==> config.mk <==
export PLATFORM = sky130hd
export DESIGN_NAME = ltem_front_flat
export DESIGN_NICKNAME = d
export VERILOG_FILES = /design/src/hdl/ltem_pkg.sv /design/src/hdl/ltem_in_if.sv /design/src/hdl/ltem_front.sv /design/src/flat_wrapper.sv
export SDC_FILE = /design/constraint.sdc
export NUM_CORES = 2
export LEC_CHECK = 0
export BUFFER_PORTS_ARGS = -buffer_cell sky130_fd_sc_hd__buf_2
export CAP_MARGIN = 20
export CELL_PAD_IN_SITES_DETAIL_PLACEMENT = 1
export CELL_PAD_IN_SITES_GLOBAL_PLACEMENT = 2
export CORE_ASPECT_RATIO = 1.4
export CORE_MARGIN = 1
export CORE_UTILIZATION = 39
export CTS_BUF_LIST = sky130_fd_sc_hd__clkbuf_8
export DETAILED_ROUTE_END_ITERATION = 8
export PLACE_DENSITY_LB_ADDON = 0.08
export SYNTH_ARGS = -nofsm -noshare
export SYNTH_HDL_FRONTEND = slang
export SYNTH_SLANG_ARGS = --single-unit
==> constraint.sdc <==
create_clock -name clk -period 15 [get_ports clk]
set_clock_uncertainty 0.15 [all_clocks]
set_input_delay 1.5 -clock clk [delete_from_list [all_inputs] [get_ports clk]]
set_output_delay 1.5 -clock clk [all_outputs]
set_load 0.005 [all_outputs]
==> src/hdl/ltem_pkg.sv <==
// Package for the linear triangle element matrix unit.
// Holds widths, the queue entry and pipeline tag types, entry order and saturation helpers.
// No dependencies.
package ltem_pkg;

  localparam int CW = 18;            // coordinate width, Q5.12
  localparam int PW = 16;            // parameter width, Q7.8
  localparam int DW = 19;            // edge difference width
  localparam int AW = 39;            // |det| width
  localparam int DVD_W = 55;         // divider dividend width
  localparam int QB = 33;            // quotient bits produced by the divider
  localparam int REM_W = 40;         // divider remainder width
  localparam int NLANE = 1;          // divider lanes: stiffness only
  localparam int QDEPTH = 4;         // triangle queue depth
  localparam int WW = 20;            // weighted parameter sum width

  localparam int LANE_STIFF = 0;

  localparam logic [2:0] LAST_K = 3'd5;
  localparam logic [21:0] PM_HALF = 22'd3932160;
  localparam int PM_SHIFT = 19;

  // Reciprocal multiplication for the constant divisors 3 and 15.
  localparam logic [31:0] MASS_RECIP = 32'hAAAA_AAAB;
  localparam int MASS_RSH = 33;
  localparam logic [31:0] PM_RECIP = 32'h8888_8889;
  localparam int PM_RSH = 35;
  localparam int PM_SPLIT = 18;
  // Shifted weighted product at or above this gives a quotient beyond 2^31.
  localparam logic [39:0] PM_SAT_Y = 40'd32212254735;

  typedef struct packed {
    logic [2:0][DW-1:0] b;
    logic [2:0][DW-1:0] c;
    logic [2:0][PW-1:0] p;
    logic [AW-1:0]      adet;
    logic               degen;
  } tri_t;

  typedef struct packed {
    logic       valid;
    logic [1:0] row;
    logic [1:0] col;
    logic       last;
    logic       degen;
    logic       sneg;
    logic       pneg;
  } tag_t;

  function automatic logic [1:0] entry_row(input logic [2:0] k);
    logic [1:0] r;
    case (k)
      3'd0: r = 2'd0;
      3'd1: r = 2'd1;
      3'd2: r = 2'd2;
      3'd3: r = 2'd1;
      3'd4: r = 2'd2;
      default: r = 2'd2;
    endcase
    return r;
  endfunction

  function automatic logic [1:0] entry_col(input logic [2:0] k);
    logic [1:0] r;
    case (k)
      3'd0, 3'd1, 3'd2: r = 2'd0;
      3'd3, 3'd4: r = 2'd1;
      default: r = 2'd2;
    endcase
    return r;
  endfunction

  // Apply sign and clamp a rounded magnitude to the signed 32-bit range.
  function automatic logic [31:0] sat32(input logic [QB-1:0] q, input logic ovf,
                                        input logic neg);
    logic [31:0] r;
    if (neg) begin
      if (ovf || (q > QB'(33'h0_8000_0000))) r = 32'h8000_0000;
      else r = 32'd0 - q[31:0];
    end else begin
      if (ovf || (q > QB'(33'h0_7FFF_FFFF))) r = 32'h7FFF_FFFF;
      else r = q[31:0];
    end
    return r;
  endfunction

endpackage

==> src/hdl/ltem_in_if.sv <==
// Input channel of the triangle element matrix unit: one triangle per transfer.
// Depends on ltem_pkg.
interface ltem_in_if;
  logic valid;
  logic ready;
  logic signed [ltem_pkg::CW-1:0] x0;
  logic signed [ltem_pkg::CW-1:0] y0;
  logic signed [ltem_pkg::CW-1:0] x1;
  logic signed [ltem_pkg::CW-1:0] y1;
  logic signed [ltem_pkg::CW-1:0] x2;
  logic signed [ltem_pkg::CW-1:0] y2;
  logic signed [ltem_pkg::PW-1:0] p0;
  logic signed [ltem_pkg::PW-1:0] p1;
  logic signed [ltem_pkg::PW-1:0] p2;

  modport source(output valid, x0, y0, x1, y1, x2, y2, p0, p1, p2, input ready);
  modport sink(input valid, x0, y0, x1, y1, x2, y2, p0, p1, p2, output ready);
endinterface

==> src/hdl/ltem_front.sv <==
// Front part: accepts triangles, forms edge differences and the doubled area.
// Depends on ltem_pkg and ltem_in_if.
module ltem_front (
  input  logic             clk,
  input  logic             rst,
  ltem_in_if.sink          req,
  output ltem_pkg::tri_t   push_data,
  output logic             push_valid,
  input  logic             push_ready
);

  logic en;
  logic v1, v2, v3;
  logic [2:0][ltem_pkg::DW-1:0] s1_b, s1_c, s2_b, s2_c;
  logic [2:0][ltem_pkg::PW-1:0] s1_p, s2_p;
  logic signed [2*ltem_pkg::DW-1:0] s2_pa, s2_pb;
  ltem_pkg::tri_t s3;
  logic signed [ltem_pkg::AW-1:0] det;

  assign en = !v3 || push_ready;
  assign req.ready = en;
  assign push_valid = v3;
  assign push_data = s3;

  assign det = ltem_pkg::AW'(s2_pa) - ltem_pkg::AW'(s2_pb);

  always_ff @(posedge clk) begin
    if (rst) begin
      v1 <= 1'b0;
      v2 <= 1'b0;
      v3 <= 1'b0;
    end else if (en) begin
      v1 <= req.valid;
      v2 <= v1;
      v3 <= v2;
    end
  end

  always_ff @(posedge clk) begin
    if (en) begin
      s1_b[0] <= ltem_pkg::DW'(req.y1) - ltem_pkg::DW'(req.y2);
      s1_b[1] <= ltem_pkg::DW'(req.y2) - ltem_pkg::DW'(req.y0);
      s1_b[2] <= ltem_pkg::DW'(req.y0) - ltem_pkg::DW'(req.y1);
      s1_c[0] <= ltem_pkg::DW'(req.x2) - ltem_pkg::DW'(req.x1);
      s1_c[1] <= ltem_pkg::DW'(req.x0) - ltem_pkg::DW'(req.x2);
      s1_c[2] <= ltem_pkg::DW'(req.x1) - ltem_pkg::DW'(req.x0);
      s1_p[0] <= req.p0;
      s1_p[1] <= req.p1;
      s1_p[2] <= req.p2;
      // det = c2*b1 - b2*c1
      s2_pa <= $signed(s1_c[2]) * $signed(s1_b[1]);
      s2_pb <= $signed(s1_b[2]) * $signed(s1_c[1]);
      s2_b <= s1_b;
      s2_c <= s1_c;
      s2_p <= s1_p;
      s3.b <= s2_b;
      s3.c <= s2_c;
      s3.p <= s2_p;
      s3.adet <= det[ltem_pkg::AW-1] ? ltem_pkg::AW'(-det) : ltem_pkg::AW'(det);
      s3.degen <= (det == '0);
    end
  end

endmodule

==> src/flat_wrapper.sv <==
// flat-port wrapper written by rule: the top's interface ports become plain ports
module ltem_front_flat 
  (clk, rst, push_data, push_valid, push_ready, req_valid, req_x0, req_y0, req_x1, req_y1, req_x2, req_y2, req_p0, req_p1, req_p2, req_ready);
  ltem_in_if req_i ();
  input  logic clk;
  input  logic rst;
  output ltem_pkg::tri_t push_data;
  output logic push_valid;
  input  logic push_ready;
  input wire logic [$bits(req_i.valid)-1:0] req_valid;
  input wire logic [$bits(req_i.x0)-1:0] req_x0;
  input wire logic [$bits(req_i.y0)-1:0] req_y0;
  input wire logic [$bits(req_i.x1)-1:0] req_x1;
  input wire logic [$bits(req_i.y1)-1:0] req_y1;
  input wire logic [$bits(req_i.x2)-1:0] req_x2;
  input wire logic [$bits(req_i.y2)-1:0] req_y2;
  input wire logic [$bits(req_i.p0)-1:0] req_p0;
  input wire logic [$bits(req_i.p1)-1:0] req_p1;
  input wire logic [$bits(req_i.p2)-1:0] req_p2;
  output wire logic [$bits(req_i.ready)-1:0] req_ready;
  assign req_i.valid = req_valid;
  assign req_i.x0 = req_x0;
  assign req_i.y0 = req_y0;
  assign req_i.x1 = req_x1;
  assign req_i.y1 = req_y1;
  assign req_i.x2 = req_x2;
  assign req_i.y2 = req_y2;
  assign req_i.p0 = req_p0;
  assign req_i.p1 = req_p1;
  assign req_i.p2 = req_p2;
  assign req_ready = req_i.ready;
  ltem_front u_core (.clk(clk), .rst(rst), .req(req_i), .push_data(push_data), .push_valid(push_valid), .push_ready(push_ready));
endmodule
## Yosys cells after proc, flatten, opt, wreduce, memory -nomap -nowiden

Cells that the tools add are included.

- Input port bits: 160
- Word-level logic and storage cells: 49
- Register bits after elaboration: 605

- Add/subtract/negate cells: 8
- Multiply operators: 2
- Reduce and logical (&&, ||, !) cells: 3
- Muxes and demuxes: 1

Operator list:

| cell | number |
|---|---|
| subtractor 18 x 18 -> 19 bit | 6 |
| multiplier 19 x 19 -> 38 bit | 2 |
| logical NOT 39 bit | 1 |
| negator 39 bit | 1 |
| subtractor 38 x 38 -> 39 bit | 1 |
| 2-to-1 mux 38 bit | 1 |
| logical NOT 1 bit | 1 |
| logical OR 1 bit | 1 |

## Longest topological paths before layout

- Depth after elaboration: 3
- Gate-level depth with buffers: 28

## Least setup slack after synthesis

No wires, ideal clock.

- Kind: input -> output
- Start: input port push_ready
- End: output port req_ready
- Cell stages on the path: 2
- Data required time: 13350 ps
- Path buffers: 0
- Arrival: 13251 ps
- Path slack: 99 ps
- Cell sequence: nor2b_1 inv_1

- Word-level cells in the longest chain between the ends: 1

RTL lines:

| element | RTL line | text |
|---|---|---|
| start, declared | flat_wrapper.sv:9 | `input logic push_ready;` |
| logical OR 1 bit | ltem_front.sv:20 | `assign en = !v3 \|\| push_ready;` |
| end, declared | flat_wrapper.sv:20 | `output wire logic [$bits(req_i.ready)-1:0] req_ready;` |

Every way passes these cells.

## Final worst setup path

- Start: register u_core.s1_b[48] (netlist name)
- End: register u_core.s2_pb[36] (netlist name), data pin

- Word-level cells in the longest chain between the ends: 1

RTL lines:

| element | RTL line | text |
|---|---|---|
| start, declared | ltem_front.sv:14 | `logic [2:0][ltem_pkg::DW-1:0] s1_b, s1_c, s2_b, s2_c;` |
| multiplier 19 x 19 -> 38 bit | ltem_front.sv:52 | `s2_pb <= $signed(s1_b[2]) * $signed(s1_c[1]);` |
| end signal, assigned | ltem_front.sv:52 |  |
| end, declared | ltem_front.sv:16 | `logic signed [2*ltem_pkg::DW-1:0] s2_pa, s2_pb;` |

Every way passes these cells.
A chain may end at the register's enable or synchronous reset.

==> flow_metrics.env <==
export IMPL_status="finished clean"
export IMPL_worst_slew_pin_slew_ps=1088
export IMPL_drtAntennaViolNets=0
export IMPL_grt_total_usage=0.2229
export IMPL_cts_buffer_depth=3
export IMPL_layoutNonFillerInstCount=7035
export IMPL_synthArstFlopShare=0
export IMPL_synth_edf_count=602
export IMPL_critPathSlowestCell="edfxtp_1"
export IMPL_min_path_type="flop to flop"
export IMPL_max_freq_ghz=0.1247
export IMPL_num_io_pins=364
export IMPL_crit_type="flop to flop"
export IMPL_rows=160
export IMPL_setup_tns_final_ps=0
export IMPL_setup_violations=0
export IMPL_end_kind="flop"
export IMPL_post_drt_via_cell_ratio=4.943
export IMPL_htreeDepth=3
export IMPL_rsz0062_at_grt="false"
export IMPL_grt_max_degree=72
export IMPL_fin_crit_ps=8020
export IMPL_cts_tree="built"
export IMPL_vias=34780
export IMPL_die_y_um=439.1
export IMPL_postCtsSetupRepairBufs=0
export IMPL_wl_met3_um=5650
export IMPL_syn_inst=4769
export IMPL_most_common_layout_cells="inv_1, fa_1, edfxtp_1"
export IMPL_dieWidth_um=314.2
export IMPL_seq_area_frac_synth=0.3407
export IMPL_drc=0
export IMPL_grt_pass1_wl_um=231600
export IMPL_syn_area_per_cell_um2=11.16
export IMPL_crit_buf_inv=2
export IMPL_drt_pass1_iterations=4
export IMPL_cp_arrival_ps=8460
export IMPL_synthDistinctLibCells=96
export IMPL_topRoutingLayerUsed="met5"
export IMPL_clock_sinks=605
export IMPL_crit_top_cell="fa_1"
export IMPL_clk_latency_ps=860
export IMPL_synth_ff_type="edfxtp_1"
export IMPL_syn_num_nets=6047
export IMPL_grt_pass1_vias=39750
export IMPL_dieArea_um2=138000
export IMPL_initial_core_util=0.3927
export IMPL_antenna_found_initial=15
export IMPL_cts_root_buffer="clkbuf_8"
export IMPL_cts_resized_gates=0
export IMPL_yosysWarnings=0
export IMPL_core_um2=135500
export IMPL_crit_chain="and2_1 > fa_1 > fa_1 > inv_1 > fa_1 > inv_1 > fa_1 > fa_1 > fa_1 > ha_1 > ha_1 > a21o_1 > a2111oi_0 > o21ai_0 > a2111oi_0 > nor3b_1 > o21a_1 > nor2_1 > o31ai_1 > o41ai_1 > xnor2_1"
export IMPL_finalWirelength_um=148000
export IMPL_area_growth_pct=11.40
export IMPL_place_hpwl_um=117400
export IMPL_post_drt_wl_per_cell_um=21.04
export IMPL_drive_gt1_frac=0.1139
export IMPL_cpPeakStageDelay_ps=940
export IMPL_postCtsHoldBufs=0
export IMPL_startpoint_type="flop"
export IMPL_overflow=0
export IMPL_final_max_slew_viol_count=0
export IMPL_cp_max_fo=20
export IMPL_min_period_over_period=0.5347
export IMPL_crit_family="adder cells"
export IMPL_drt_first_iter_violations=1473
export IMPL_wl_met2_um=79550
export IMPL_critPathRequiredTime_ps=15440
export IMPL_port_buffers=363
export IMPL_drt_met1_wl_um=57500
export IMPL_fin_nets=6438
export IMPL_dp_cells=6837
export IMPL_netlist_area_um2=53230
export IMPL_place_congestion=0.8582
export IMPL_ys_ff_latch=605
export IMPL_maxCapViolCount=0
export IMPL_cts_buffers=103
export IMPL_relSlewSlack=0.2747
export IMPL_mostFrequentLayoutCell="inv_1"
export IMPL_finalHoldViolCount=0
export IMPL_clkTransAtPathRegs_ps=70
per-layer routing:
layer  track usage  up-vias
li1              -    16050
met1        0.2508    17990
met4       0.07962       18
met3       0.03692      204
met5             0        -
met2        0.4186      522
worst paths after layout:
check	to	slack [ps]	startpoint	depth (start not counted)
setup / recovery	u_core.s2_pb[36]$_DFFE_PP_	6980	u_core.s1_b[48]$_DFFE_PP_	21
hold reg to reg	u_core.push_data[52]$_DFFE_PP_	240	u_core.s2_p[12]$_DFFE_PP_	0
hold / removal	u_core.push_data[52]$_DFFE_PP_	240	u_core.s2_p[12]$_DFFE_PP_	0
setup reg to reg	u_core.s2_pb[36]$_DFFE_PP_	6980	u_core.s1_b[48]$_DFFE_PP_	21
cell families (layout without fill, tap and decap cells):
logic type,after synthesis,after routing,synth area share
AOI/OAI and AO/OA,511,511,0.06321
xor gates and xnor gates,196,196,0.03225
adders and majority gates,1118,1118,0.3679
buffers and inverters,1076,1548,0.07621
DFF,605,605,0.3407
muxes,3,3,0.0006111
other,0,12,0
and+or+nand+nor,1260,1260,0.1191
registers in the layout, indices dropped and copies added (netlist names), 38 cells and up:
name,count
u_core.s1_p,48
u_core.s2_pb,38
u_core.s2_p,48
u_core.s2_b,57
u_core.push_data,202
u_core.s2_c,57
u_core.s1_c,57
u_core.s2_pa,38
u_core.s1_b,57
layout make-up:
type	instances	area [um2]
inverter	950	3573
tap	1782	2230
antenna	12	30.03
clock inverter	82	680.7
timing repair buffer	412	2181
sequential	605	18140
fill	14940	76230
clock buffer	104	1431
multi-input combinational	3088	31030
Yosys cell counts, types with 13 or more instances:
cell type | count | area, um2
a21oi_1 | 138 | 690.7
nand4_1 | 13 | 81.33
o21a_1 | 27 | 202.7
a21o_1 | 48 | 360.4
edfxtp_1 | 602 | 18080
o21ai_0 | 124 | 620.6
xor2_1 | 50 | 437.9
and2_1 | 378 | 2365
nor3_1 | 45 | 225.2
nand3_1 | 38 | 190.2
o21bai_1 | 17 | 127.6
nand2_1 | 417 | 1565
nor2b_1 | 44 | 275.3
nand2b_1 | 35 | 219.0
o211ai_1 | 13 | 97.59
xnor2_1 | 146 | 1279
a21boi_0 | 25 | 187.7
clkbuf_1 | 111 | 416.7
nor2_1 | 202 | 758.2
inv_1 | 950 | 3566
and3_1 | 25 | 156.4
fa_1 | 745 | 14910
ha_1 | 373 | 4667
per-stage QoR:
stage	cell area, um2	hold slack [ps]	utilization	setup WS [ps]
CTS	59270	239.4	0.4373	6969
global route	59280	255.3	0.4374	6514
finish	59300	236.7	0.4375	6980
global placement	57150	250.4	0.4217	7071
floorplan	53230	250.3	-	99.29
detailed placement	57160	255.2	0.4217	7045
Power is left out: the tool's default activity adds up to more than one toggle a clock period on the data nets, which glitch-free logic cannot reach.
